`src/rtl/core/fhbt_pkg.sv`:
```
// Shared types and constants for the hashed bucket table unit.
// Holds the command codes, the controller state type and the control and
// status structs that join the controller to the datapath. No dependencies.
package fhbt_pkg;

  // Fixed field widths of the command and result ports, and of the hash.
  localparam int CMD_W   = 2;
  localparam int BYTE_W  = 8;
  localparam int NV_W    = 32;
  localparam int FOUND_W = 32;
  localparam int SLOT_W  = 8;
  localparam int COUNT_W = 16;
  localparam int TE_W    = 9;
  localparam int HASH_W  = 32;

  // Defaults for the top-level parameters.
  localparam int TABLE_DEPTH_DEF     = 256;
  localparam int VALUE_WIDTH_DEF     = 32;
  localparam int MAX_NAME_LENGTH_DEF = 32;

  localparam logic [HASH_W-1:0]  FNV_BASIS  = 32'd2166136261;
  localparam logic [HASH_W-1:0]  FNV_FACTOR = 32'd16777619;
  localparam logic [COUNT_W-1:0] COUNT_MAX  = 16'hFFFF;
  localparam logic [TE_W-1:0]    TE_RESET   = 9'd256;

  typedef enum logic [CMD_W-1:0] {
    CMD_CREATE = 2'd0,
    CMD_ADD    = 2'd1,
    CMD_LOOKUP = 2'd2
  } fhbt_cmd_e;

  typedef enum logic [2:0] {
    ST_IDLE,
    ST_CLEAR,
    ST_DIV,
    ST_MEM,
    ST_RESP
  } fhbt_state_e;

  typedef struct packed {
    logic fold;       // fold the byte of an add or lookup item
    logic finish;     // the folded item carries the last byte of its name
    logic clr_start;  // create: reset counters and start the clearing sweep
    logic clr_step;   // clear one table entry
    logic div_step;   // one step of the slot division
    logic mem_en;     // table access for the finished item
  } fhbt_ctrl_t;

  typedef struct packed {
    logic created;
    logic clr_last;
    logic div_last;
  } fhbt_sts_t;

endpackage

```
`src/rtl/core/fhbt_ctrl.sv`:
```
// Sequencing controller of the hashed bucket table unit.
// Depends on fhbt_pkg for the state type, the command codes and the
// control and status structs.
module fhbt_ctrl (
  input  logic                       clk_i,
  input  logic                       rst_ni,
  input  logic                       start_i,
  input  logic [fhbt_pkg::CMD_W-1:0] command_i,
  input  logic                       name_last_i,
  input  fhbt_pkg::fhbt_sts_t        sts_i,
  output fhbt_pkg::fhbt_ctrl_t       ctrl_o,
  output logic                       busy_o,
  output logic                       done_o
);
  import fhbt_pkg::*;

  fhbt_state_e state_q, state_d;
  logic        accept;
  logic        is_name_cmd;

  assign accept      = start_i && (state_q == ST_IDLE);
  assign is_name_cmd = (command_i == CMD_ADD) || (command_i == CMD_LOOKUP);

  always_ff @(posedge clk_i or negedge rst_ni) begin
    if (!rst_ni) begin
      state_q <= ST_IDLE;
    end else begin
      state_q <= state_d;
    end
  end

  always_comb begin
    state_d = state_q;
    unique case (state_q)
      ST_IDLE: begin
        if (accept && (command_i == CMD_CREATE)) begin
          state_d = ST_CLEAR;
        end else if (accept && is_name_cmd && name_last_i) begin
          // An uncreated table answers at once, without a table access.
          state_d = sts_i.created ? ST_DIV : ST_RESP;
        end
      end
      ST_CLEAR: begin
        if (sts_i.clr_last) begin
          state_d = ST_RESP;
        end
      end
      ST_DIV: begin
        if (sts_i.div_last) begin
          state_d = ST_MEM;
        end
      end
      ST_MEM:  state_d = ST_RESP;
      ST_RESP: state_d = ST_IDLE;
      default: state_d = ST_IDLE;
    endcase
  end

  always_comb begin
    ctrl_o           = '0;
    ctrl_o.fold      = accept && is_name_cmd;
    ctrl_o.finish    = accept && is_name_cmd && name_last_i;
    ctrl_o.clr_start = accept && (command_i == CMD_CREATE);
    ctrl_o.clr_step  = (state_q == ST_CLEAR);
    ctrl_o.div_step  = (state_q == ST_DIV);
    ctrl_o.mem_en    = (state_q == ST_MEM);
    busy_o           = (state_q != ST_IDLE);
    done_o           = (state_q == ST_RESP);
  end

  a_mem_then_resp: assert property (@(posedge clk_i) disable iff (!rst_ni)
    (state_q == ST_MEM) |=> done_o)
    else $error("table access not followed by a result");

  a_created_goes_div: assert property (@(posedge clk_i) disable iff (!rst_ni)
    (ctrl_o.finish && sts_i.created) |=> (state_q == ST_DIV))
    else $error("finished name on a created table did not start the division");

  a_div_holds: assert property (@(posedge clk_i) disable iff (!rst_ni)
    ((state_q == ST_DIV) && !sts_i.div_last) |=> (state_q == ST_DIV))
    else $error("division left before its last step");

  a_done_then_free: assert property (@(posedge clk_i) disable iff (!rst_ni)
    done_o |=> !busy_o)
    else $error("unit still busy after delivering a result");

  a_create_result: assert property (@(posedge clk_i) disable iff (!rst_ni)
    ((state_q == ST_CLEAR) && sts_i.clr_last) |=> done_o)
    else $error("clearing sweep ended without a result");

endmodule

```
`config.mk`:
```
export PLATFORM = sky130hd
export DESIGN_NAME = fhbt_ctrl
export DESIGN_NICKNAME = d
export VERILOG_FILES = /design/src/rtl/core/fhbt_pkg.sv /design/src/rtl/core/fhbt_ctrl.sv
export SDC_FILE = /design/constraint.sdc
export NUM_CORES = 1
export LEC_CHECK = 0
export BUFFER_PORTS_ARGS = -buffer_cell sky130_fd_sc_hd__buf_2
export CAP_MARGIN = 20
export CORE_AREA = 2 2 39 41
export DETAILED_ROUTE_END_ITERATION = 7
export DIE_AREA = 0 0 41 43
export SETUP_SLACK_MARGIN = 0.1
export SLEW_MARGIN = 20
export SYNTH_ARGS = -nofsm -noshare
export SYNTH_HDL_FRONTEND = slang
export SYNTH_SLANG_ARGS = --single-unit
```
`constraint.sdc`:
```
create_clock -name clk_i -period 1.65 [get_ports clk_i]
set_input_delay 0.33 -clock clk_i [delete_from_list [all_inputs] [get_ports clk_i]]
set_output_delay 0.33 -clock clk_i [all_outputs]
set_load 0.005 [all_outputs]
```
# Yosys cells after proc, flatten, opt, wreduce, memory -nomap -nowiden
# Cells that the tools add are included.
op_classes:
  n_eq_ne: 9
  n_reduce_logical: 9
  muxes: 6
ops:
  columns: ["cell", "n"]
  rows:
  - ["$mux W3", 5]
  - ["$pmux W3 S4", 1]
  - ["$eq A3 B2 Y1 const B", 2]
  - ["$logic_and A1 B1 Y1", 4]
  - ["$ne A2 B2 Y1 const B", 2]
  - ["$eq A3 B1 Y1 const B", 1]
  - ["$eq A3 B3 Y1 const B", 1]
  - ["$logic_not A3 Y1", 1]
  - ["$ne A3 B3 Y1 const B", 1]
  - ["$reduce_and A3 Y1", 1]
  - ["$reduce_bool A3 Y1", 1]
  - ["$eq A2 B1 Y1 const B", 1]
  - ["$eq A2 B2 Y1 const B", 1]
  - ["$logic_not A2 Y1", 1]
  - ["$logic_or A1 B1 Y1", 1]
word_totals:
  out_inout_bits: 8
  inputBits: 9
  regBits: 3
  wordCells: 25

# Depth between registers and ports, before layout
# Gate-level depths: netlist of run 1.
depth:
  depth_word: 7
  mapped_depth: 5
  depth_no_buf: 5

# Worst setup path after synthesis of run 1
# No wires, ideal clock.
synth_timing:
  kind: "register -> output"
  startpoint: "reg state_q[1]"
  endpoint: "out ctrl_o[4] in the netlist's numbering"
  path_stages_with_launch: 5
  n_path_buf: 1
  required_time_ns: 1.320
  t_arrival_ns: 0.996
  path_slack_ns: 0.324
  path_cell_list: "dfrtp_1 buf_6 nor3_4 and3_1 and2_1"
synth_rtl:
  columns: ["element", "line", "source"]
  rows:
  - ["from (decl)", "fhbt_ctrl.sv:17", "fhbt_state_e state_q, state_d;"]
  - ["from (signal assigned)", "fhbt_ctrl.sv:28", "state_q <= state_d;"]
  - ["to (decl)", "fhbt_ctrl.sv:11", "output fhbt_pkg::fhbt_ctrl_t ctrl_o,"]

==> results of run 1 <==
[how the worst max path moves through the flow]
stage,end,cells past startpoint
finish,ctrl_o[4],4
global route,ctrl_o[4],4
CTS,ctrl_o[4],4
detailed placement,ctrl_o[4],6
global placement,ctrl_o[4],6
floorplan,ctrl_o[4],4
[final cells by class]
| cell class | count | area, um2 | area share, % |
|---|---|---|---|
| multi-input combinational | 22 | 180 | 38.3 |
| clock buffer | 4 | 26.3 | 5.59 |
| timing repair buffer | 24 | 153 | 32.4 |
| sequential | 3 | 76.3 | 16.2 |
| inverter | 4 | 15.0 | 3.19 |
| tap | 16 | 20.0 | 4.26 |
[cells in the mapped netlist]
cell       count
a21oi_1        4
inv_1          4
dfrtp_1        3
and2_1         2
and3_1         2
nor3b_1        2
a2111oi_2      1
and2b_1        1
and4b_1        1
buf_6          1
ha_1           1
nand2_1        1
nand2b_1       1
nand3b_1       1
nor2b_1        1
nor3_1         1
nor3_4         1
nor3b_2        1
o21ba_2        1
[repair_timing]
item,4_1_cts,5_1_grt
gates resized for setup,1,4
pin swaps,3,2
buffers inserted,4,1
hold buffers,1,0
hold endpoints to repair,3,0
endpoints found under the setup margin,3,4
[worst reg2reg max path, stage by stage, from the launching register on]
cell       delay [ns]
dfrtp_2          0.42
buf_6            0.13
and2b_1          0.20
buf_4            0.11
a21oi_1          0.04
a2111oi_2        0.21
[per-layer routing]
metal,up-vias,routed length [um],GRT usage [%]
met5,-,0,0
met4,0,0,6.00
met3,0,54,1.57
met2,12,352,13.1
met1,138,324,13.2
li1,161,-,-
[kinds of logic (layout without fill, tap and decap cells)]
group	Yosys count	count (layout)	share of synthesized area, %
compound gates	6	6	16.4
fa+ha+maj	1	1	4.57
flops	3	3	27.4
simple gates	15	15	42.0
buf+inv	5	32	9.59
[where the power goes]
part / total (mW) / leakage (nW) / internal, mW / switching (mW)
logic: 0.484 / 0.205 / 0.284 / 0.200
registers: 0.142 / 0.0387 / 0.107 / 0.0347
clock network: 0.129 / 0.0150 / 0.0907 / 0.0386
total: 0.755 / 0.259 / 0.482 / 0.273
[metrics by stage]
| step | std cells | setup WS, ns | hold slack, ns |
|---|---|---|---|
| after floorplan | 30 | 0.324 | 0.0344 |
| after global placement | 63 | 0.166 | 0.127 |
| after detailed placement | 63 | 0.161 | 0.130 |
| after CTS | 72 | 0.0338 | 0.314 |
| after global routing | 73 | -0.0164 | 0.336 |
| final | 73 | 0.0287 | 0.318 |
[cell usage in the layout (no fill, tap or decap), types with 2 or more instances in the layout]
cell type / count
buf_2: 15
buf_4: 6
inv_1: 4
a21oi_1: 4
clkbuf_4: 3
nor3b_1: 2
buf_6: 2
dfrtp_1: 2
==> results.sh, run 1 <==
export IMPL_outcome="finished, final reports clean"
export IMPL_nFillCells=158
export IMPL_r2r_slack_ns=0.44
export IMPL_setup_viol=0
export IMPL_coreArea_mm2=0.00138
export IMPL_synth_largest_area_cell="dfrtp_1"
export IMPL_cts_htree_levels=1
export IMPL_worstPathRequired_ns=1.32
export IMPL_worst_hold_path_type="in -> reg"
export IMPL_top_regs="state_q: 3 flops"
export IMPL_largest_reg_flops=3
export IMPL_yosys_area_top_type_share_pct=27.4
export IMPL_syn_inst=30
export IMPL_fin_crit_sh_pct=98.3
export IMPL_hold_violations=0
export IMPL_globalplace_congestion=0.697
export IMPL_syn_to_final_growth_pct=71.7
export IMPL_drive_above_1_share_pct=57.9
export IMPL_worstSetupEndpointType="output pin"
export IMPL_grt_max_degree=10
export IMPL_dieArea_mm2=0.00176
export IMPL_drt_first_pass_iters=3
export IMPL_p_per_area_mw_per_mm2=1600
export IMPL_clock_skew_ns=0.00481
export IMPL_regMostFlops="state_q"
export IMPL_fp_dieH_um=43
export IMPL_fin_tns_setup_ns=0
export IMPL_portBuffers=16
export IMPL_total_power_mw=0.755
export IMPL_startpoint="state_q[0]"
export IMPL_timing_rr_start="state_q[2]"
export IMPL_cts_sinks=3
export IMPL_slew_viol_final=0
export IMPL_syn_avg_cell_area_um2=9.13
export IMPL_routedWlPerCell_um=10.0
export IMPL_ant_nets=0
export IMPL_startpoint_type="register"
export IMPL_dpl_hpwl_um=513
export IMPL_holdPathStages=2
export IMPL_yosysWarnings=0
export IMPL_n_antenna_cell=0
export IMPL_worstReg2RegEnd="state_q[2]"
export IMPL_r2r_cells=5
export IMPL_clkTransAtPathRegs_ns=0.04
export IMPL_numCtsBuffers=3
export IMPL_cpMaxStageDelayCell="dfrtp_1"
export IMPL_track_usage_pct=9.54
export IMPL_start_util_pct=19.8
export IMPL_nets=68
export IMPL_yosysSeqAreaShare_pct=27.4
export IMPL_cts_root_buf="clkbuf_4"
export IMPL_critPathBufInv=1
export IMPL_pin_count=17
export IMPL_cts_tree="built"
export IMPL_fin_util_pct=34.0
export IMPL_synthDistinctLibCells=19
export IMPL_drc=0
export IMPL_path_cells="nor3_4 > and3_4 > and2_4 > buf_6"
export IMPL_hold_path_startpoint="sts_i[2]"
export IMPL_crit_path_max_incr_delay_ns=0.40
export IMPL_vias=311
export IMPL_first_iter_violations=4
export IMPL_path_delay_family="simple AND/OR/NAND/NOR gates"
export IMPL_ir_drop_v=0.000404
export IMPL_chipWidth_um=41
export IMPL_maxCapViolations=0
export IMPL_min_period_ns=1.62
export IMPL_path_max_fanout=3
export IMPL_insertion_delay_ns=0.23
export IMPL_grt_pass1_vias=288
export IMPL_max_slew_margin_pct=82.4
export IMPL_worstMarginPinSlew_ns=0.263
export IMPL_arrival_ns=1.29
export IMPL_placed_area_um2=378
export IMPL_rsz0062_at_grt="yes"
export IMPL_syn_area_um2=274
export IMPL_fin_area_um2=470
export IMPL_antenna_found_initial=0
export IMPL_syn_nets=40
export IMPL_globalRoute_totalOverflow=0
export IMPL_leakage_nw=0.259
export IMPL_holdPathEnd="state_q[2]"
export IMPL_num_rows=14
export IMPL_fmax_mhz=617
export IMPL_routed_wl_um=730
export IMPL_vias_per_cell=4.26
export IMPL_synth_area_leaders="dfrtp_1 27%, a21oi_1 7.3%, nor3_4 5.9%"
export IMPL_grt_pass1_wl_um=1160
export IMPL_clockBufferDepth=2
export IMPL_path_class="reg -> out"
export IMPL_synth_seq_cells=3
Note: power is estimated with default switching activity, not from simulation.
==> run 2, diff against run 1 <==
--- a/config.mk
+++ b/config.mk
@@ -7,9 +7,12 @@
 export LEC_CHECK = 0
 export BUFFER_PORTS_ARGS = -buffer_cell sky130_fd_sc_hd__buf_2
 export CAP_MARGIN = 20
+export CELL_PAD_IN_SITES_DETAIL_PLACEMENT = 0
+export CELL_PAD_IN_SITES_GLOBAL_PLACEMENT = 1
 export CORE_AREA = 2 2 39 41
 export DETAILED_ROUTE_END_ITERATION = 7
 export DIE_AREA = 0 0 41 43
+export PLACE_DENSITY_LB_ADDON = 0.1
 export SETUP_SLACK_MARGIN = 0.1
 export SLEW_MARGIN = 20
 export SYNTH_ARGS = -nofsm -noshare
==> run 2 against run 1 <==
Net effect:
- via count is 3.2% higher
- clock power hardly changed
- core utilization is 2.6 points higher
==> results.sh, run 2 (synthesized netlist as in run 1, its figures left out) <==
export IMPL_fin_util_pct=36.6
export IMPL_path_class="reg -> out"
export IMPL_first_iter_violations=1
export IMPL_worstMarginPinSlew_ns=0.255
export IMPL_track_usage_pct=11.4
export IMPL_crit_path_max_incr_delay_ns=0.41
export IMPL_path_cells="nor3_4 > and3_4 > and2_4 > buf_6"
export IMPL_numCtsBuffers=3
export IMPL_worstPathRequired_ns=1.32
export IMPL_clockBufferDepth=2
export IMPL_post_place_ws_ns=0.147
export IMPL_syn_to_final_growth_pct=84.9
export IMPL_start_util_pct=19.8
export IMPL_fin_area_um2=507
export IMPL_cts_tree="built"
export IMPL_arrival_ns=1.31
export IMPL_dieArea_mm2=0.00176
export IMPL_cts_htree_levels=1
export IMPL_startpoint_type="register"
export IMPL_maxCapViolations=0
export IMPL_globalplace_congestion=0.769
export IMPL_setup_viol=0
export IMPL_globalRoute_totalOverflow=0
export IMPL_worstSetupEndpointType="output pin"
export IMPL_vias_per_cell=4.28
export IMPL_cpMaxStageDelayCell="dfrtp_1"
export IMPL_min_period_ns=1.64
export IMPL_dp_cells=63
export IMPL_grt_pass1_vias=354
export IMPL_vias=321
export IMPL_chipWidth_um=41
export IMPL_num_rows=14
export IMPL_ir_drop_v=0.000371
export IMPL_fmax_mhz=611
export IMPL_post_layout_nonfiller_instances=75
export IMPL_grt_max_degree=10
export IMPL_drive_above_1_share_pct=64.4
export IMPL_coreArea_mm2=0.00138
export IMPL_worst_hold_path_type="in -> reg"
export IMPL_pin_count=17
export IMPL_n_antenna_cell=0
export IMPL_mostFrequentLayoutCells="15 x buf_2, 7 x buf_4, 4 x inv_1, 4 x a21oi_1"
export IMPL_insertion_delay_ns=0.23
export IMPL_grt_pass1_wl_um=1370
export IMPL_portBuffers=16
export IMPL_max_slew_margin_pct=82.9
export IMPL_drc=0
export IMPL_leakage_nw=0.278
export IMPL_critPathBufInv=1
export IMPL_fin_crit_sh_pct=99.3
export IMPL_final_setup_worst_slack_ns=0.0121
export IMPL_nets=70
export IMPL_rsz0062_at_grt="yes"
export IMPL_p_per_area_mw_per_mm2=1670
export IMPL_placed_area_um2=378
export IMPL_cts_root_buf="clkbuf_4"
export IMPL_fp_dieH_um=43
export IMPL_outcome="finished, final reports clean"
export IMPL_cts_sinks=3
export IMPL_path_max_fanout=3
export IMPL_top_regs="state_q: 3 flops"
export IMPL_slew_viol_final=0
export IMPL_drt_first_pass_iters=2
export IMPL_largest_reg_flops=3
export IMPL_layout_commonest_cell="buf_2"
export IMPL_dpl_hpwl_um=567
export IMPL_routedWlPerCell_um=11.0
export IMPL_path_delay_family="simple AND/OR/NAND/NOR gates"
export IMPL_routed_wl_um=827
export IMPL_hold_violations=0
export IMPL_ant_nets=0
export IMPL_clkTransAtPathRegs_ns=0.04
export IMPL_regMostFlops="state_q"
export IMPL_clock_skew_ns=0.00403
export IMPL_antenna_found_initial=0
==> run 2: changes by cell type in the layout (fill, tap and decap cells not counted), sizes merged <==
cell,change
buf,+2
==> run 2: worst paths after layout <==
path	startpoint	endpoint	slack, ns	cells after the start
setup / recovery	state_q[0]	ctrl_o[4]	0.01	4
hold / removal	sts_i[2]	state_q[2]	0.31	2
setup reg to reg	state_q[0]	state_q[2]	0.39	5
hold reg to reg	state_q[0]	state_q[1]	0.65	2
max in group asynchronous	rst_ni	state_q[2]	1.11	2
min in group asynchronous	rst_ni	state_q[2]	0.42	2
==> run 2: stage by stage <==
step	TNS, ns	hold WS [ns]	power, mW
floorplan	0	0.0344	0.377
global placement	0	0.123	0.509
detailed placement	0	0.129	0.509
CTS	0	0.306	0.746
global route	-0.0481	0.313	0.918
finish	0	0.312	0.845
==> run 2: repair_timing <==
| item | in CTS | in global routing |
|---|---|---|
| endpoints found under the hold margin | 3 | 0 |
| gates cloned | 0 | 0 |
| resized for setup | 2 | 8 |
| endpoints found under the setup margin | 3 | 7 |
| pin swaps | 4 | 2 |
| setup buffers | 5 | 2 |
| hold buffers | 1 | 0 |
==> run 2: metal layers <==
metal / global-route usage [%] / share of wire [%] / vias up
met4: 8.00 / 0 / 0
met3: 0 / 4.2 / 0
met1: 12.9 / 36 / 150
met2: 19.4 / 60 / 8
met5: 0 / 0 / -
li1: - / - / 163
==> run 2: area by class of cell <==
| cell class | count | area, um2 |
|---|---|---|
| clock buffers | 4 | 26.3 |
| fillers | 157 | 877 |
| inverters | 4 | 15.0 |
| multi-input cells | 22 | 198 |
| flip-flops and latches | 3 | 76.3 |
| well taps | 16 | 20.0 |
| repair buffers | 26 | 171 |
==> run 2: where the power goes <==
group          total [mW]  internal, mW  switching, mW
combinational       0.570         0.345          0.225
sequential          0.147         0.107         0.0397
clock               0.128        0.0906         0.0372
